--- src/sv/iso_timestamp_to_epoch_ms_core_macros.svh ---
// Assertion macros shared by the timestamp converter.
`ifndef ISO_TIMESTAMP_TO_EPOCH_MS_CORE_MACROS_SVH
`define ISO_TIMESTAMP_TO_EPOCH_MS_CORE_MACROS_SVH

// The consequent must hold in the same cycle as the antecedent.
`define ITE_ASSERT_SAME(lbl, ante, cons, msg) \
    lbl: assert property (@(posedge clk) disable iff (!rst_n) (ante) |-> (cons)) \
        else $error(msg);

// The consequent must hold in the cycle after the antecedent.
`define ITE_ASSERT_NEXT(lbl, ante, cons, msg) \
    lbl: assert property (@(posedge clk) disable iff (!rst_n) (ante) |=> (cons)) \
        else $error(msg);

`endif

--- src/sv/iso_ts_pkg.sv ---
// Types, constants and lookup functions for the timestamp converter.
`default_nettype none

package iso_ts_pkg;

    // Character codes.
    localparam logic [7:0] CH_ZERO  = 8'h30;
    localparam logic [7:0] CH_NINE  = 8'h39;
    localparam logic [7:0] CH_DASH  = 8'h2D;
    localparam logic [7:0] CH_PLUS  = 8'h2B;
    localparam logic [7:0] CH_T     = 8'h54;
    localparam logic [7:0] CH_COLON = 8'h3A;
    localparam logic [7:0] CH_DOT   = 8'h2E;
    localparam logic [7:0] CH_Z     = 8'h5A;
    localparam logic [7:0] CH_SPACE = 8'h20;
    localparam logic [7:0] CH_TAB   = 8'h09;
    localparam logic [7:0] CH_CR    = 8'h0D;

    // Field indexes of the date and time scan.
    localparam logic [2:0] FLD_YEAR   = 3'd0;
    localparam logic [2:0] FLD_MONTH  = 3'd1;
    localparam logic [2:0] FLD_DAY    = 3'd2;
    localparam logic [2:0] FLD_HOUR   = 3'd3;
    localparam logic [2:0] FLD_MINUTE = 3'd4;
    localparam logic [2:0] FLD_SECOND = 3'd5;

    // Position from which the fraction and the zone may start.
    localparam logic [4:0] TAIL_START = 5'd19;
    localparam logic [4:0] POS_MAX    = 5'd31;

    // Zone designator progress.
    typedef enum logic [1:0] {
        TAIL_NONE    = 2'd0,
        TAIL_DONE    = 2'd1,
        TAIL_HOURS   = 2'd2,
        TAIL_MINUTES = 2'd3
    } tail_phase_t;

    // Result status codes.
    localparam logic [1:0] STATUS_OK    = 2'd0;
    localparam logic [1:0] STATUS_SHORT = 2'd1;
    localparam logic [1:0] STATUS_RANGE = 2'd2;

    // Arithmetic constants.
    localparam int unsigned YEAR_MIN      = 1970;
    localparam int unsigned YEAR_MAX      = 3000;
    localparam int unsigned RECIP_100     = 5243;   // 2^19 / 100, rounded up
    localparam int unsigned RECIP_SHIFT   = 19;
    localparam int unsigned EPOCH_DAYS    = 719468; // days from 0000-03-01 to 1970-01-01
    localparam int unsigned MS_PER_DAY    = 86400000;
    localparam int unsigned MS_PER_MINUTE = 60000;

    // Commands from the controller to the datapath.
    typedef struct packed {
        logic parse;
        logic clear;
        logic capture1;
        logic capture2;
        logic capture3;
        logic capture4;
        logic load_out;
    } dp_cmd_t;

    // Separator expected after a field.
    function automatic logic [7:0] sep_char(input logic [2:0] idx);
        logic [7:0] c;
        case (idx)
            FLD_YEAR, FLD_MONTH: c = CH_DASH;
            FLD_DAY:             c = CH_T;
            default:             c = CH_COLON;
        endcase
        return c;
    endfunction

    // Days in a month, month given as 1..12.
    function automatic logic [4:0] month_len(input logic [3:0] m, input logic leap);
        logic [4:0] n;
        case (m)
            4'd2:                      n = leap ? 5'd29 : 5'd28;
            4'd4, 4'd6, 4'd9, 4'd11:   n = 5'd30;
            default:                   n = 5'd31;
        endcase
        return n;
    endfunction

    // Day of a March-based year on which a month starts.
    function automatic logic [8:0] month_start(input logic [3:0] m);
        logic [8:0] d;
        case (m)
            4'd1:    d = 9'd306;
            4'd2:    d = 9'd337;
            4'd3:    d = 9'd0;
            4'd4:    d = 9'd31;
            4'd5:    d = 9'd61;
            4'd6:    d = 9'd92;
            4'd7:    d = 9'd122;
            4'd8:    d = 9'd153;
            4'd9:    d = 9'd184;
            4'd10:   d = 9'd214;
            4'd11:   d = 9'd245;
            default: d = 9'd275;
        endcase
        return d;
    endfunction

    // Decimal accumulate with a cap of 99.
    function automatic logic [6:0] sat_add99(input logic [6:0] acc, input logic [3:0] d);
        logic [9:0] v;
        v = 10'(acc) * 10'd10 + 10'(d);
        return (v > 10'd99) ? 7'd99 : v[6:0];
    endfunction

    // Decimal accumulate with a cap of 9999.
    function automatic logic [13:0] sat_add9999(input logic [13:0] acc, input logic [3:0] d);
        logic [16:0] v;
        v = 17'(acc) * 17'd10 + 17'(d);
        return (v > 17'd9999) ? 14'd9999 : v[13:0];
    endfunction

endpackage

`default_nettype wire

--- src/sv/iso_timestamp_to_epoch_ms_core.sv ---
// ISO 8601 timestamp to UTC epoch milliseconds: one character per cycle, then an epoch result.
// Throughput: one character is taken in every cycle while a timestamp is being scanned.
// The result is loaded after the check, prep, sum and multiply states that follow the final character.
// Input is held off until the result is loaded, longer while the previous result is not yet taken.
// Reset (rst_n low, asynchronous) clears the scanner and drops any pending result.
`default_nettype none
`include "iso_timestamp_to_epoch_ms_core_macros.svh"

module iso_timestamp_to_epoch_ms_core
    import iso_ts_pkg::*;
(
    input  wire logic        clk,
    input  wire logic        rst_n,
    // Character stream.
    input  wire logic        s_tvalid,
    output logic             s_tready,
    input  wire logic [7:0]  s_tdata,   // [7:0] char_code
    input  wire logic        s_tlast,   // last_char
    // Result stream.
    output logic             m_tvalid,
    input  wire logic        m_tready,
    output logic [47:0]      m_tdata    // [45:0] epoch_ms, [47:46] status
);

    // The controller steps the datapath: it scans characters while in its
    // parse state and, after the final character, walks the four arithmetic
    // stages before loading the result register. A loaded result waits in
    // that register while the next timestamp is already being scanned.
    dp_cmd_t            cmd;
    logic signed [45:0] epoch_ms;
    logic [1:0]         status;

    iso_ts_ctrl u_ctrl
    (
        .clk      (clk),
        .rst_n    (rst_n),
        .s_tvalid (s_tvalid),
        .s_tlast  (s_tlast),
        .s_tready (s_tready),
        .m_tvalid (m_tvalid),
        .m_tready (m_tready),
        .cmd      (cmd)
    );

    iso_ts_dp u_dp
    (
        .clk       (clk),
        .rst_n     (rst_n),
        .cmd       (cmd),
        .char_code (s_tdata),
        .epoch_ms  (epoch_ms),
        .status    (status)
    );

    assign m_tdata = {status, epoch_ms};

    // After the final character of a request the input must stay closed
    // while the conversion runs.
    `ITE_ASSERT_NEXT(a_last_blocks_input, s_tvalid && s_tready && s_tlast, !s_tready,
        "input accepted during conversion")

    // A result is loaded only when the output register is empty or draining.
    `ITE_ASSERT_SAME(a_load_when_free, cmd.load_out, !m_tvalid || m_tready,
        "result register overwritten")

    // Any error status carries a zero epoch value.
    `ITE_ASSERT_SAME(a_error_is_zero, m_tvalid && (m_tdata[47:46] != STATUS_OK),
        m_tdata[45:0] == 46'd0, "error result with nonzero epoch")

endmodule

`default_nettype wire

--- src/sv/iso_ts_ctrl.sv ---
// Controller state machine of the timestamp converter.
`default_nettype none

module iso_ts_ctrl
    import iso_ts_pkg::*;
(
    input  wire logic    clk,
    input  wire logic    rst_n,
    input  wire logic    s_tvalid,
    input  wire logic    s_tlast,
    output logic         s_tready,
    output logic         m_tvalid,
    input  wire logic    m_tready,
    output dp_cmd_t      cmd
);

    typedef enum logic [2:0] {
        ST_PARSE,
        ST_CHECK,
        ST_PREP,
        ST_SUM,
        ST_MUL,
        ST_OUT
    } state_t;

    state_t state_reg, state_next;
    logic   m_tvalid_reg, m_tvalid_next;
    logic   out_free;

    assign out_free = !m_tvalid_reg || m_tready;
    assign s_tready = (state_reg == ST_PARSE);
    assign m_tvalid = m_tvalid_reg;

    always_comb
    begin
        state_next    = state_reg;
        m_tvalid_next = m_tvalid_reg && !m_tready;
        cmd           = '0;
        unique case (state_reg)
            ST_PARSE:
            begin
                cmd.parse = s_tvalid;
                if (s_tvalid && s_tlast)
                begin
                    state_next = ST_CHECK;
                end
            end
            ST_CHECK:
            begin
                cmd.capture1 = 1'b1;
                cmd.clear    = 1'b1;
                state_next   = ST_PREP;
            end
            ST_PREP:
            begin
                cmd.capture2 = 1'b1;
                state_next   = ST_SUM;
            end
            ST_SUM:
            begin
                cmd.capture3 = 1'b1;
                state_next   = ST_MUL;
            end
            ST_MUL:
            begin
                cmd.capture4 = 1'b1;
                state_next   = ST_OUT;
            end
            ST_OUT:
            begin
                if (out_free)
                begin
                    cmd.load_out  = 1'b1;
                    m_tvalid_next = 1'b1;
                    state_next    = ST_PARSE;
                end
            end
            default:
            begin
                state_next = ST_PARSE;
            end
        endcase
    end

    always_ff @(posedge clk or negedge rst_n)
    begin
        if (!rst_n)
        begin
            state_reg    <= ST_PARSE;
            m_tvalid_reg <= 1'b0;
        end
        else
        begin
            state_reg    <= state_next;
            m_tvalid_reg <= m_tvalid_next;
        end
    end

endmodule

`default_nettype wire

--- src/sv/iso_ts_dp.sv ---
// Datapath of the timestamp converter: character scanner and epoch arithmetic.
`default_nettype none

module iso_ts_dp
    import iso_ts_pkg::*;
(
    input  wire logic         clk,
    input  wire logic         rst_n,
    input  wire dp_cmd_t      cmd,
    input  wire logic [7:0]   char_code,
    output logic signed [45:0] epoch_ms,
    output logic [1:0]        status
);

    // Scanner state.
    logic [4:0]  char_pos_reg, char_pos_next;
    logic [2:0]  field_idx_reg, field_idx_next;
    tail_phase_t tail_phase_reg, tail_phase_next;
    logic [13:0] year_reg, year_next;
    logic [6:0]  month_reg, month_next;
    logic [6:0]  day_reg, day_next;
    logic [6:0]  hour_reg, hour_next;
    logic [6:0]  minute_reg, minute_next;
    logic [6:0]  second_reg, second_next;
    logic [9:0]  frac_ms_reg, frac_ms_next;
    logic [1:0]  frac_digits_reg, frac_digits_next;
    logic        off_neg_reg, off_neg_next;
    logic [6:0]  off_hours_reg, off_hours_next;
    logic [6:0]  off_minutes_reg, off_minutes_next;
    logic        has_digit_reg, has_digit_next;
    logic        field_stop_reg, field_stop_next;
    logic        dot_seen_reg, dot_seen_next;
    logic        frac_stop_reg, frac_stop_next;
    logic        off_valid_reg, off_valid_next;

    logic       is_digit, is_blank, in_tail;
    logic [3:0] dv;
    logic [9:0] frac_add;

    assign is_digit = (char_code >= CH_ZERO) && (char_code <= CH_NINE);
    assign is_blank = (char_code == CH_SPACE) || ((char_code >= CH_TAB) && (char_code <= CH_CR));
    assign in_tail  = (char_pos_reg >= TAIL_START);
    assign dv       = char_code[3:0];

    always_comb
    begin
        case (frac_digits_reg)
            2'd0:    frac_add = 10'(dv) * 10'd100;
            2'd1:    frac_add = 10'(dv) * 10'd10;
            default: frac_add = 10'(dv);
        endcase
    end

    always_comb
    begin
        char_pos_next    = char_pos_reg;
        field_idx_next   = field_idx_reg;
        tail_phase_next  = tail_phase_reg;
        year_next        = year_reg;
        month_next       = month_reg;
        day_next         = day_reg;
        hour_next        = hour_reg;
        minute_next      = minute_reg;
        second_next      = second_reg;
        frac_ms_next     = frac_ms_reg;
        frac_digits_next = frac_digits_reg;
        off_neg_next     = off_neg_reg;
        off_hours_next   = off_hours_reg;
        off_minutes_next = off_minutes_reg;
        has_digit_next   = has_digit_reg;
        field_stop_next  = field_stop_reg;
        dot_seen_next    = dot_seen_reg;
        frac_stop_next   = frac_stop_reg;
        off_valid_next   = off_valid_reg;

        if (cmd.clear)
        begin
            char_pos_next    = '0;
            field_idx_next   = FLD_YEAR;
            tail_phase_next  = TAIL_NONE;
            year_next        = '0;
            month_next       = '0;
            day_next         = '0;
            hour_next        = '0;
            minute_next      = '0;
            second_next      = '0;
            frac_ms_next     = '0;
            frac_digits_next = '0;
            off_neg_next     = 1'b0;
            off_hours_next   = '0;
            off_minutes_next = '0;
            has_digit_next   = 1'b0;
            field_stop_next  = 1'b0;
            dot_seen_next    = 1'b0;
            frac_stop_next   = 1'b0;
            off_valid_next   = 1'b0;
        end
        else if (cmd.parse)
        begin
            // Date and time fields.
            if (!field_stop_reg)
            begin
                if (is_digit)
                begin
                    has_digit_next = 1'b1;
                    case (field_idx_reg)
                        FLD_YEAR:   year_next   = sat_add9999(year_reg, dv);
                        FLD_MONTH:  month_next  = sat_add99(month_reg, dv);
                        FLD_DAY:    day_next    = sat_add99(day_reg, dv);
                        FLD_HOUR:   hour_next   = sat_add99(hour_reg, dv);
                        FLD_MINUTE: minute_next = sat_add99(minute_reg, dv);
                        default:    second_next = sat_add99(second_reg, dv);
                    endcase
                end
                else if (!has_digit_reg && is_blank)
                begin
                    // Leading blanks of a field are skipped.
                end
                else if (has_digit_reg && (field_idx_reg < FLD_SECOND)
                         && (char_code == sep_char(field_idx_reg)))
                begin
                    field_idx_next = field_idx_reg + 3'd1;
                    has_digit_next = 1'b0;
                end
                else
                begin
                    field_stop_next = 1'b1;
                end
            end

            // Fractional seconds.
            if (dot_seen_reg)
            begin
                if (!frac_stop_reg)
                begin
                    if (is_digit && (frac_digits_reg != 2'd3))
                    begin
                        frac_ms_next     = frac_ms_reg + frac_add;
                        frac_digits_next = frac_digits_reg + 2'd1;
                    end
                    else
                    begin
                        frac_stop_next = 1'b1;
                    end
                end
            end
            else if (in_tail && (char_code == CH_DOT))
            begin
                dot_seen_next = 1'b1;
            end

            // Zone designator and offset.
            case (tail_phase_reg)
                TAIL_NONE:
                begin
                    if (in_tail && (char_code == CH_Z))
                    begin
                        tail_phase_next = TAIL_DONE;
                    end
                    else if (in_tail && ((char_code == CH_PLUS) || (char_code == CH_DASH)))
                    begin
                        tail_phase_next = TAIL_HOURS;
                        off_neg_next    = (char_code == CH_DASH);
                    end
                end
                TAIL_HOURS:
                begin
                    if (is_digit)
                    begin
                        off_hours_next = sat_add99(off_hours_reg, dv);
                        off_valid_next = 1'b1;
                    end
                    else if (off_valid_reg && (char_code == CH_COLON))
                    begin
                        tail_phase_next = TAIL_MINUTES;
                    end
                    else
                    begin
                        tail_phase_next = TAIL_DONE;
                    end
                end
                TAIL_MINUTES:
                begin
                    if (is_digit)
                    begin
                        off_minutes_next = sat_add99(off_minutes_reg, dv);
                    end
                    else
                    begin
                        tail_phase_next = TAIL_DONE;
                    end
                end
                default:
                begin
                end
            endcase

            if (char_pos_reg != POS_MAX)
            begin
                char_pos_next = char_pos_reg + 5'd1;
            end
        end
    end

    always_ff @(posedge clk or negedge rst_n)
    begin
        if (!rst_n)
        begin
            char_pos_reg    <= '0;
            field_idx_reg   <= FLD_YEAR;
            tail_phase_reg  <= TAIL_NONE;
            year_reg        <= '0;
            month_reg       <= '0;
            day_reg         <= '0;
            hour_reg        <= '0;
            minute_reg      <= '0;
            second_reg      <= '0;
            frac_ms_reg     <= '0;
            frac_digits_reg <= '0;
            off_neg_reg     <= 1'b0;
            off_hours_reg   <= '0;
            off_minutes_reg <= '0;
            has_digit_reg   <= 1'b0;
            field_stop_reg  <= 1'b0;
            dot_seen_reg    <= 1'b0;
            frac_stop_reg   <= 1'b0;
            off_valid_reg   <= 1'b0;
        end
        else
        begin
            char_pos_reg    <= char_pos_next;
            field_idx_reg   <= field_idx_next;
            tail_phase_reg  <= tail_phase_next;
            year_reg        <= year_next;
            month_reg       <= month_next;
            day_reg         <= day_next;
            hour_reg        <= hour_next;
            minute_reg      <= minute_next;
            second_reg      <= second_next;
            frac_ms_reg     <= frac_ms_next;
            frac_digits_reg <= frac_digits_next;
            off_neg_reg     <= off_neg_next;
            off_hours_reg   <= off_hours_next;
            off_minutes_reg <= off_minutes_next;
            has_digit_reg   <= has_digit_next;
            field_stop_reg  <= field_stop_next;
            dot_seen_reg    <= dot_seen_next;
            frac_stop_reg   <= frac_stop_next;
            off_valid_reg   <= off_valid_next;
        end
    end

    // Stage 1: range check, leap year, March-based year and day of year.
    logic [11:0] yr12;
    logic [24:0] yr_recip;
    logic [5:0]  yr_q100;
    logic [11:0] yr_r100;
    logic        leap;
    logic [3:0]  field_count;
    logic        range_bad;
    logic [1:0]  st1_status_next;
    logic [11:0] st1_yy_next;
    logic [8:0]  st1_dd_next;

    assign yr12     = year_reg[11:0];
    assign yr_recip = 25'(yr12) * 25'(RECIP_100);
    assign yr_q100  = yr_recip[24:RECIP_SHIFT];
    assign yr_r100  = yr12 - 12'(yr_q100) * 12'd100;
    assign leap     = (yr12[1:0] == 2'd0) && ((yr_r100 != 12'd0) || (yr_q100[1:0] == 2'd0));

    assign field_count = 4'(field_idx_reg) + 4'(has_digit_reg);
    assign range_bad = (year_reg < 14'(YEAR_MIN)) || (year_reg > 14'(YEAR_MAX))
                    || (month_reg < 7'd1) || (month_reg > 7'd12)
                    || (day_reg < 7'd1) || (day_reg > 7'(month_len(month_reg[3:0], leap)))
                    || (hour_reg > 7'd23) || (minute_reg > 7'd59) || (second_reg > 7'd59);

    always_comb
    begin
        if (field_count < 4'd6)
        begin
            st1_status_next = STATUS_SHORT;
        end
        else if (range_bad)
        begin
            st1_status_next = STATUS_RANGE;
        end
        else
        begin
            st1_status_next = STATUS_OK;
        end
    end

    assign st1_yy_next = yr12 - ((month_reg <= 7'd2) ? 12'd1 : 12'd0);
    assign st1_dd_next = month_start(month_reg[3:0]) + 9'(day_reg) - 9'd1;

    logic [1:0]  st1_status_reg;
    logic [11:0] st1_yy_reg;
    logic [8:0]  st1_dd_reg;
    logic [4:0]  st1_hour_reg;
    logic [5:0]  st1_minute_full_reg, st1_second_full_reg;
    logic [9:0]  st1_frac_reg;
    logic        st1_off_neg_reg, st1_off_valid_reg;
    logic [6:0]  st1_off_hours_reg, st1_off_minutes_reg;

    always_ff @(posedge clk)
    begin
        if (cmd.capture1)
        begin
            st1_status_reg      <= st1_status_next;
            st1_yy_reg          <= st1_yy_next;
            st1_dd_reg          <= st1_dd_next;
            st1_hour_reg        <= hour_reg[4:0];
            st1_minute_full_reg <= minute_reg[5:0];
            st1_second_full_reg <= second_reg[5:0];
            st1_frac_reg        <= frac_ms_reg;
            st1_off_neg_reg     <= off_neg_reg;
            st1_off_valid_reg   <= off_valid_reg;
            st1_off_hours_reg   <= off_hours_reg;
            st1_off_minutes_reg <= off_minutes_reg;
        end
    end

    // Stage 2: year products, seconds of day, offset in minutes.
    logic [20:0] st2_yy365_next;
    logic [24:0] yy_recip;
    logic [16:0] st2_hms_next;
    logic [12:0] st2_offm_next;

    assign st2_yy365_next = 21'(st1_yy_reg) * 21'd365;
    assign yy_recip       = 25'(st1_yy_reg) * 25'(RECIP_100);
    assign st2_hms_next   = 17'(st1_hour_reg) * 17'd3600 + 17'(st1_minute_full_reg) * 17'd60
                          + 17'(st1_second_full_reg);
    assign st2_offm_next  = st1_off_valid_reg
                          ? (13'(st1_off_hours_reg) * 13'd60 + 13'(st1_off_minutes_reg))
                          : 13'd0;

    logic [1:0]  st2_status_reg;
    logic [11:0] st2_yy_reg;
    logic [20:0] st2_yy365_reg;
    logic [5:0]  st2_q100_reg;
    logic [8:0]  st2_dd_reg;
    logic [16:0] st2_hms_reg;
    logic [9:0]  st2_frac_reg;
    logic        st2_off_neg_reg;
    logic [12:0] st2_offm_reg;

    always_ff @(posedge clk)
    begin
        if (cmd.capture2)
        begin
            st2_status_reg  <= st1_status_reg;
            st2_yy_reg      <= st1_yy_reg;
            st2_yy365_reg   <= st2_yy365_next;
            st2_q100_reg    <= yy_recip[24:RECIP_SHIFT];
            st2_dd_reg      <= st1_dd_reg;
            st2_hms_reg     <= st2_hms_next;
            st2_frac_reg    <= st1_frac_reg;
            st2_off_neg_reg <= st1_off_neg_reg;
            st2_offm_reg    <= st2_offm_next;
        end
    end

    // Stage 3: day count, milliseconds of day, offset in milliseconds.
    logic [21:0] days_sum;
    logic [26:0] st3_hms_ms_next;
    logic [28:0] st3_off_ms_next;

    assign days_sum = 22'(st2_yy365_reg) + 22'(st2_yy_reg[11:2]) - 22'(st2_q100_reg)
                    + 22'(st2_q100_reg[5:2]) + 22'(st2_dd_reg) - 22'(EPOCH_DAYS);
    assign st3_hms_ms_next = 27'(st2_hms_reg) * 27'd1000 + 27'(st2_frac_reg);
    assign st3_off_ms_next = 29'(st2_offm_reg) * 29'(MS_PER_MINUTE);

    logic [1:0]  st3_status_reg;
    logic [18:0] st3_days_reg;
    logic [26:0] st3_hms_ms_reg;
    logic [28:0] st3_off_ms_reg;
    logic        st3_off_neg_reg;

    always_ff @(posedge clk)
    begin
        if (cmd.capture3)
        begin
            st3_status_reg  <= st2_status_reg;
            st3_days_reg    <= days_sum[18:0];
            st3_hms_ms_reg  <= st3_hms_ms_next;
            st3_off_ms_reg  <= st3_off_ms_next;
            st3_off_neg_reg <= st2_off_neg_reg;
        end
    end

    // Stage 4: milliseconds of the date and local time less offset.
    logic [45:0]        st4_prod_next;
    logic signed [29:0] st4_loc_next;

    assign st4_prod_next = 46'(st3_days_reg) * 46'(MS_PER_DAY);
    assign st4_loc_next  = st3_off_neg_reg
                         ? signed'(30'(st3_hms_ms_reg) + 30'(st3_off_ms_reg))
                         : signed'(30'(st3_hms_ms_reg) - 30'(st3_off_ms_reg));

    logic [1:0]         st4_status_reg;
    logic [45:0]        st4_prod_reg;
    logic signed [29:0] st4_loc_reg;

    always_ff @(posedge clk)
    begin
        if (cmd.capture4)
        begin
            st4_status_reg <= st3_status_reg;
            st4_prod_reg   <= st4_prod_next;
            st4_loc_reg    <= st4_loc_next;
        end
    end

    // Output register.
    logic signed [45:0] epoch_next;
    logic signed [45:0] epoch_reg;
    logic [1:0]         status_reg;

    assign epoch_next = (st4_status_reg == STATUS_OK)
                      ? signed'(st4_prod_reg + {{16{st4_loc_reg[29]}}, st4_loc_reg})
                      : 46'sd0;

    always_ff @(posedge clk)
    begin
        if (cmd.load_out)
        begin
            epoch_reg  <= epoch_next;
            status_reg <= st4_status_reg;
        end
    end

    assign epoch_ms = epoch_reg;
    assign status   = status_reg;

endmodule

`default_nettype wire

--- config.mk ---
export PLATFORM = sky130hd
export DESIGN_NAME = iso_timestamp_to_epoch_ms_core
export DESIGN_NICKNAME = d
export VERILOG_FILES = /design/src/sv/iso_ts_pkg.sv /design/src/sv/iso_timestamp_to_epoch_ms_core.sv /design/src/sv/iso_ts_ctrl.sv /design/src/sv/iso_ts_dp.sv
export VERILOG_INCLUDE_DIRS = /design/src /design/src/sv
export SDC_FILE = /design/constraint.sdc
export NUM_CORES = 2
export LEC_CHECK = 0
export BUFFER_PORTS_ARGS = -buffer_cell sky130_fd_sc_hd__buf_2
export CAP_MARGIN = 20
export CORE_ASPECT_RATIO = 2
export CORE_MARGIN = 2
export CORE_UTILIZATION = 35
export CTS_CLUSTER_SIZE = 16
export DETAILED_ROUTE_END_ITERATION = 7
export REMOVE_ABC_BUFFERS = 1
export SLEW_MARGIN = 20
export SYNTH_ARGS = -nofsm -noshare
export SYNTH_HDL_FRONTEND = slang
export SYNTH_SLANG_ARGS = --single-unit
--- constraint.sdc ---
create_clock -name clk -period 10.9 [get_ports clk]
set_clock_uncertainty 0.2 [all_clocks]
set_input_delay 1.09 -clock clk [delete_from_list [all_inputs] [get_ports clk]]
set_output_delay 1.09 -clock clk [all_outputs]
set_load 0.02 [all_outputs]
# Word level (Yosys, flattened, before mapping)
# Memories as Yosys holds them, arrays and structs flattened.
# Cells that the tools add are included.
[word_totals]
ff_bits = 439
latchBits = 0
mem_bits_rw = 0
rom_bits = 144
inputBits = 13
elab_cells = 363
n_memories = 1
[classes]
n_addsub = 29
mul = 20
div_mod_pow = 0
order_cmp = 25
n_eq_ne = 38
shift = 0
n_mux = 127
bitwise = 0
n_reduce_logical = 72
[mem_list]
columns = ["name", "depth", "word_bits", "read_ports", "rd_ports_with_merged_regs", "write_ports", "line", "rtl"]
rows = [
  ["(no name shown)", 16, 9, 1, 0, 0, "iso_ts_pkg.sv:89", "case (m)"],
]
[ops]
columns = ["operator", "n"]
rows = [
  ["$mux 7", 40],
  ["$mux 14", 6],
  ["$add 10x4->10", 7],
  ["$gt 10x7->1 const B", 7],
  ["$mul 7x3->9 const B", 7],
  ["$mul 12x13->25 const B", 2],
  ["$mux 10", 5],
  ["$add 46x46->46", 1],
  ["$eq 8x6->1 const B", 5],
  ["$mux 1", 40],
  ["$mux 8", 5],
  ["$mul 19x17->36 const B", 1],
  ["$reduce_and 4->1", 9],
  ["$add 27x29->30", 1],
  ["$mux 30", 1],
  ["$reduce_bool 2->1", 15],
  ["$sub 27x29->30", 1],
  ["$mux 2", 14],
  ["$add 27x10->27", 1],
  ["$mul 13x11->24 const B", 1],
  ["$mul 17x7->24 const B", 1],
  ["$mux 3", 8],
  ["$sub 12x12->12", 2],
  ["$pmux 10 s2", 1],
  ["75 further kinds", 130],
]

# Depth between registers and ports, before layout
[depth]
ltp_word = 17
depth_mapped = 40
depth_no_buf = 40

# Cells and area by module
# From an unflattened synthesis, not the netlist that was laid out.
[unflattened]
hier_cells = 4505
area_unflattened_um2 = 47337.9
[by_module_without_submodules]
columns = ["mod", "n_inst", "cells_per_inst", "area_per_inst_um2"]
rows = [
  ["iso_ts_dp", 1, 4480, 47106.4],
  ["iso_ts_ctrl", 1, 25, 231.5],
]

# Worst setup path after synthesis
# No wires, ideal clock.
[synth_path]
path_kind = "register to register"
startpoint = "register u_dp.year_reg[6]"
endpoint = "register u_dp.st1_status_reg[1] (data pin)"
arrival_time_ps = 7883
required_time_ps = 10435
setup_slack_ps = 2552
stages_incl_launch_ff = 35
path_buffers = 0
period_less_slack_ps = 8348
path_cell_list = "dfrtp_1 inv_1 fa_1 inv_1 ha_1 inv_1 fa_1 inv_1 fa_1 inv_1 fa_1 inv_1 ha_1 o21a_1 o21ai_0 nor3_1 o31ai_1 o21bai_1 a21oi_1 xnor2_1 ha_1 ha_1 ha_1 fa_1 inv_1 ha_1 a21boi_0 o211ai_1 nor4bb_1 a21o_1 a41oi_1 ha_1 a211oi_1 nor4_1 a21oi_1"
[synth_via]
elab_chain_cells = 14
[synth_lines]
columns = ["item", "line", "rtl"]
rows = [
  ["start: declaration", "iso_ts_dp.sv:19", "logic [13:0] year_reg, year_next;"],
  ["start signal: assignment", "iso_ts_dp.sv:234", "year_reg <= year_next;"],
  ["$mul 12x13->25", "iso_ts_dp.sv:266", "assign yr_recip = 25'(yr12) * 25'(RECIP_100);"],
  ["$mul 6x5->10", "iso_ts_dp.sv:268", "assign yr_r100 = yr12 - 12'(yr_q100) * 12'd100;"],
  ["$sub 12x12->12", "iso_ts_dp.sv:268", ""],
  ["$reduce_bool 12->1", "iso_ts_dp.sv:269", "assign leap = (yr12[1:0] == 2'd0) && ((yr_r100 != 12'd0) || (yr_q100[1:0] == 2'd0));"],
  ["$logic_or 1x1->1", "iso_ts_dp.sv:269", ""],
  ["$logic_and 1x1->1", "iso_ts_dp.sv:269", ""],
  ["$mux 1", "iso_ts_pkg.sv:79", "4'd2: n = leap ? 5'd29 : 5'd28;"],
  ["$pmux 5 s2", "iso_ts_pkg.sv:78", "case (m)"],
  ["$gt 7x5->1", "iso_ts_dp.sv:274", "|| (day_reg < 7'd1) || (day_reg > 7'(month_len(month_reg[3:0], leap)))"],
  ["$logic_or 1x1->1 *", "iso_ts_dp.sv:274", ""],
  ["$logic_or 1x1->1 * (3 in a row)", "iso_ts_dp.sv:275", "|| (hour_reg > 7'd23) || (minute_reg > 7'd59) || (second_reg > 7'd59);"],
  ["$mux 2 *", "iso_ts_dp.sv:283", "else if (range_bad)"],
  ["end signal: assignment", "iso_ts_dp.sv:309", "st1_status_reg <= st1_status_next;"],
  ["end: declaration", "iso_ts_dp.sv:296", "logic [1:0] st1_status_reg;"],
]
# Mark *: on every way between the ends. The rest lies on a longest branch, timed or not.
# A chain may end at the register's enable or synchronous reset.

# Final worst setup path
# Ends and elaborated chain as after synthesis.

==> results.sh <==
export IMPL_grt_overflow=0
export IMPL_dr_pass1_iters=5
export IMPL_die_h_um=521.6
export IMPL_slowest_delay_ns=0.66
export IMPL_dp_hpwl_um=80560
export IMPL_num_vias=31190
export IMPL_ant_nets=0
export IMPL_cts_root_buffer="clkbuf_16"
export IMPL_reg2reg_to="u_dp.st1_status_reg[1]"
export IMPL_rsz0062_at_grt="false"
export IMPL_postCtsSetupBuffers=0
export IMPL_critPathLaunchType="register"
export IMPL_start_util_pct=35.15
export IMPL_tns_ns=0
export IMPL_status="completed"
export IMPL_cts_inserted_buffers=49
export IMPL_end_kind="register"
export IMPL_hold_buffers=0
export IMPL_dieArea_um2=137100
export IMPL_regArea_um2=12650
export IMPL_cts_resized=0
export IMPL_grt_start_max_net_pins=75
export IMPL_hp_class="in2async"
export IMPL_fill_cells=12870
export IMPL_r2r_cells=37
export IMPL_crit_slowest_cell="dfrtp_1"
export IMPL_netlist_area_um2=46880
export IMPL_critPathArrivalTime_ns=9.69
export IMPL_rows=190
export IMPL_io_buffers=62
export IMPL_avgSynthCellArea_um2=10.67
export IMPL_ys_types=92
export IMPL_relSlewSlack_pct=31.09
export IMPL_die_width_um=262.8
export IMPL_hold_viol=0
export IMPL_synth_flop_cell="edfxtp_1"
export IMPL_synth_cells=4392
export IMPL_detail_route_wl_per_cell_um=15.57
export IMPL_period_needed_ns=9.538
export IMPL_htree_levels=2
export IMPL_async_flop_share_pct=21.74
export IMPL_tightestPinTransition_ns=1.034
export IMPL_slew_viol_final=0
export IMPL_dp_cells=6164
export IMPL_setup_viol=0
export IMPL_largest_reg_flops=46
export IMPL_wl_um=97360
export IMPL_routed_via_density=4.989
export IMPL_fmax_mhz=104.8
export IMPL_r2r_setup_slack_ns=1.36
export IMPL_insertion_delay_ns=0.62
export IMPL_drc=0
export IMPL_multi_input_area_um2=31450
export IMPL_cts_tree="done"
export IMPL_syn_to_final_growth_pct=8.536
export IMPL_core_um2=133400
export IMPL_drv_cap=0
export IMPL_synth_edf_count=342
export IMPL_cp_common_cell="ha_1"
export IMPL_drive_above_1_share_pct=4.864
export IMPL_nNetsFinal=5764
export IMPL_cts_buffer_depth=3
export IMPL_grt_pass1_vias=32920
export IMPL_diodes=0
export IMPL_io_pins=63
export IMPL_drt_first_iter_violations=1483
export IMPL_fin_crit_sh_pct=87.50
export IMPL_gp_congestion=0.8505
export IMPL_grt_total_usage_pct=14.47
export IMPL_antenna_found_initial=1
export IMPL_path_clk_slew_ns=0.07
export IMPL_rr_startpoint="u_dp.year_reg[6]"
export IMPL_instances_no_fill=6251
export IMPL_critical_path_class="reg2reg"
export IMPL_ys_seq_area_share_pct=26.98
export IMPL_grt_pass1_wl_um=164400
export IMPL_yosys_warnings=0
export IMPL_cts_sinks=437
export IMPL_path_max_fanout=9
export IMPL_ys_ff_latch=437
export IMPL_crit_required_ns=11.05
-- synth_stat cells, drive strengths merged, types with 19 or more instances --
master / n / area share [%]
ha: 861 / 23
inv: 713 / 5.7
fa: 403 / 17
edfxtp: 342 / 22
a21oi: 233 / 2.5
xnor2: 225 / 4.2
nor2: 205 / 1.6
nand2: 157 / 1.3
o21ai: 145 / 1.5
xor2: 130 / 2.4
a21o: 95 / 1.5
dfrtp: 95 / 5.1
nor3: 68 / 0.76
nand3: 64 / 0.68
nand2b: 46 / 0.61
o21bai: 45 / 0.72
and2: 36 / 0.48
and3: 34 / 0.45
nor2b: 32 / 0.43
o21a: 30 / 0.48
a31oi: 27 / 0.36
clkbuf: 24 / 0.19
nand4: 23 / 0.31
or3: 22 / 0.29
a211oi: 21 / 0.35
a22o: 21 / 0.39
o221a: 21 / 0.50
o31ai: 21 / 0.37
o211ai: 19 / 0.33
-- metrics by stage --
step                      setup WS, ns  util [%]  instance area, um^2  hold WS, ns
final                            1.362     38.15                50880       0.1942
after global routing            0.5720     38.15                50880       0.1946
after CTS                        1.308     38.15                50880       0.1658
after detailed placement         1.377     37.00                49350       0.2045
after global placement           1.321     37.00                49350       0.2011
after floorplan                  2.552         -                46750       0.2003
-- final cells by class --
type	count	share of cell area (%)
multi-input combinational	3210	61.80
sequential	437	24.86
inverter	714	5.272
tap	1728	4.249
clock buffer	59	2.503
timing repair buffer	75	0.8066
clock inverter	28	0.5066
-- logic make-up after synthesis --
kind of cell               count (synthesis)  share of synthesized area [%]
buffers and inverters                    745                          5.995
xor gates and xnor gates                 355                          6.649
DFF                                      437                          26.98
adders and majority gates               1264                          40.19
muxes                                     14                         0.3069
and+or+nand+nor                          776                          8.472
AOI/OAI and AO/OA                        801                          11.41
-- per-layer routing --
metal	track usage, %	part of all wire, %	vias to the layer above
li1	-	-	15440
met1	18.29	45	15200
met2	26.40	50	406
met3	1.292	2.4	138
met4	3.705	2.4	0
met5	0	0	-
-- critical path: cells and delay by family, from the launching register on --
kind                       cells  cell delay (ns)
DFF                            1             0.66
buffers and inverters          7             0.55
adders and majority gates     12             4.32
and+or+nand+nor                4             0.62
AOI/OAI and AO/OA             12             2.48
xor gates and xnor gates       2             0.46
-- cells in the final DEF, fill, tap and decap left out, types with 27 or more instances in the layout --
cell type	synthesis	final
a21o_1	95	95
a21oi_1	230	230
a31oi_1	27	27
and2_1	36	36
and3_1	34	34
buf_2	2	61
clkbuf_16	0	49
dfrtp_1	95	95
edfxtp_1	342	342
fa_1	403	403
ha_1	861	861
inv_1	712	712
nand2_1	156	156
nand2b_1	46	46
nand3_1	64	64
nor2_1	205	203
nor2b_1	32	32
nor3_1	65	65
o21a_1	30	30
o21ai_0	138	138
o21bai_1	45	45
xnor2_1	224	224
xor2_1	130	130
-- worst max path at each step --
stage | start | endpoint | slack [ns] | depth (start not counted)
2_1_floorplan | u_dp.year_reg[6] | u_dp.st1_status_reg[1] | 2.55 | 34
3_3_place_gp | u_dp.year_reg[6] | u_dp.st1_status_reg[1] | 1.32 | 38
3_5_place_dp | u_dp.year_reg[6] | u_dp.st1_status_reg[1] | 1.38 | 38
4_1_cts | u_dp.year_reg[6] | u_dp.st1_status_reg[1] | 1.31 | 38
5_1_grt | u_dp.year_reg[6] | u_dp.st1_status_reg[1] | 0.57 | 37
6_report | u_dp.year_reg[6] | u_dp.st1_status_reg[1] | 1.36 | 37
Power is not shown: default switching activity piles up to over one toggle a cycle in this logic, so the estimate is an artifact.
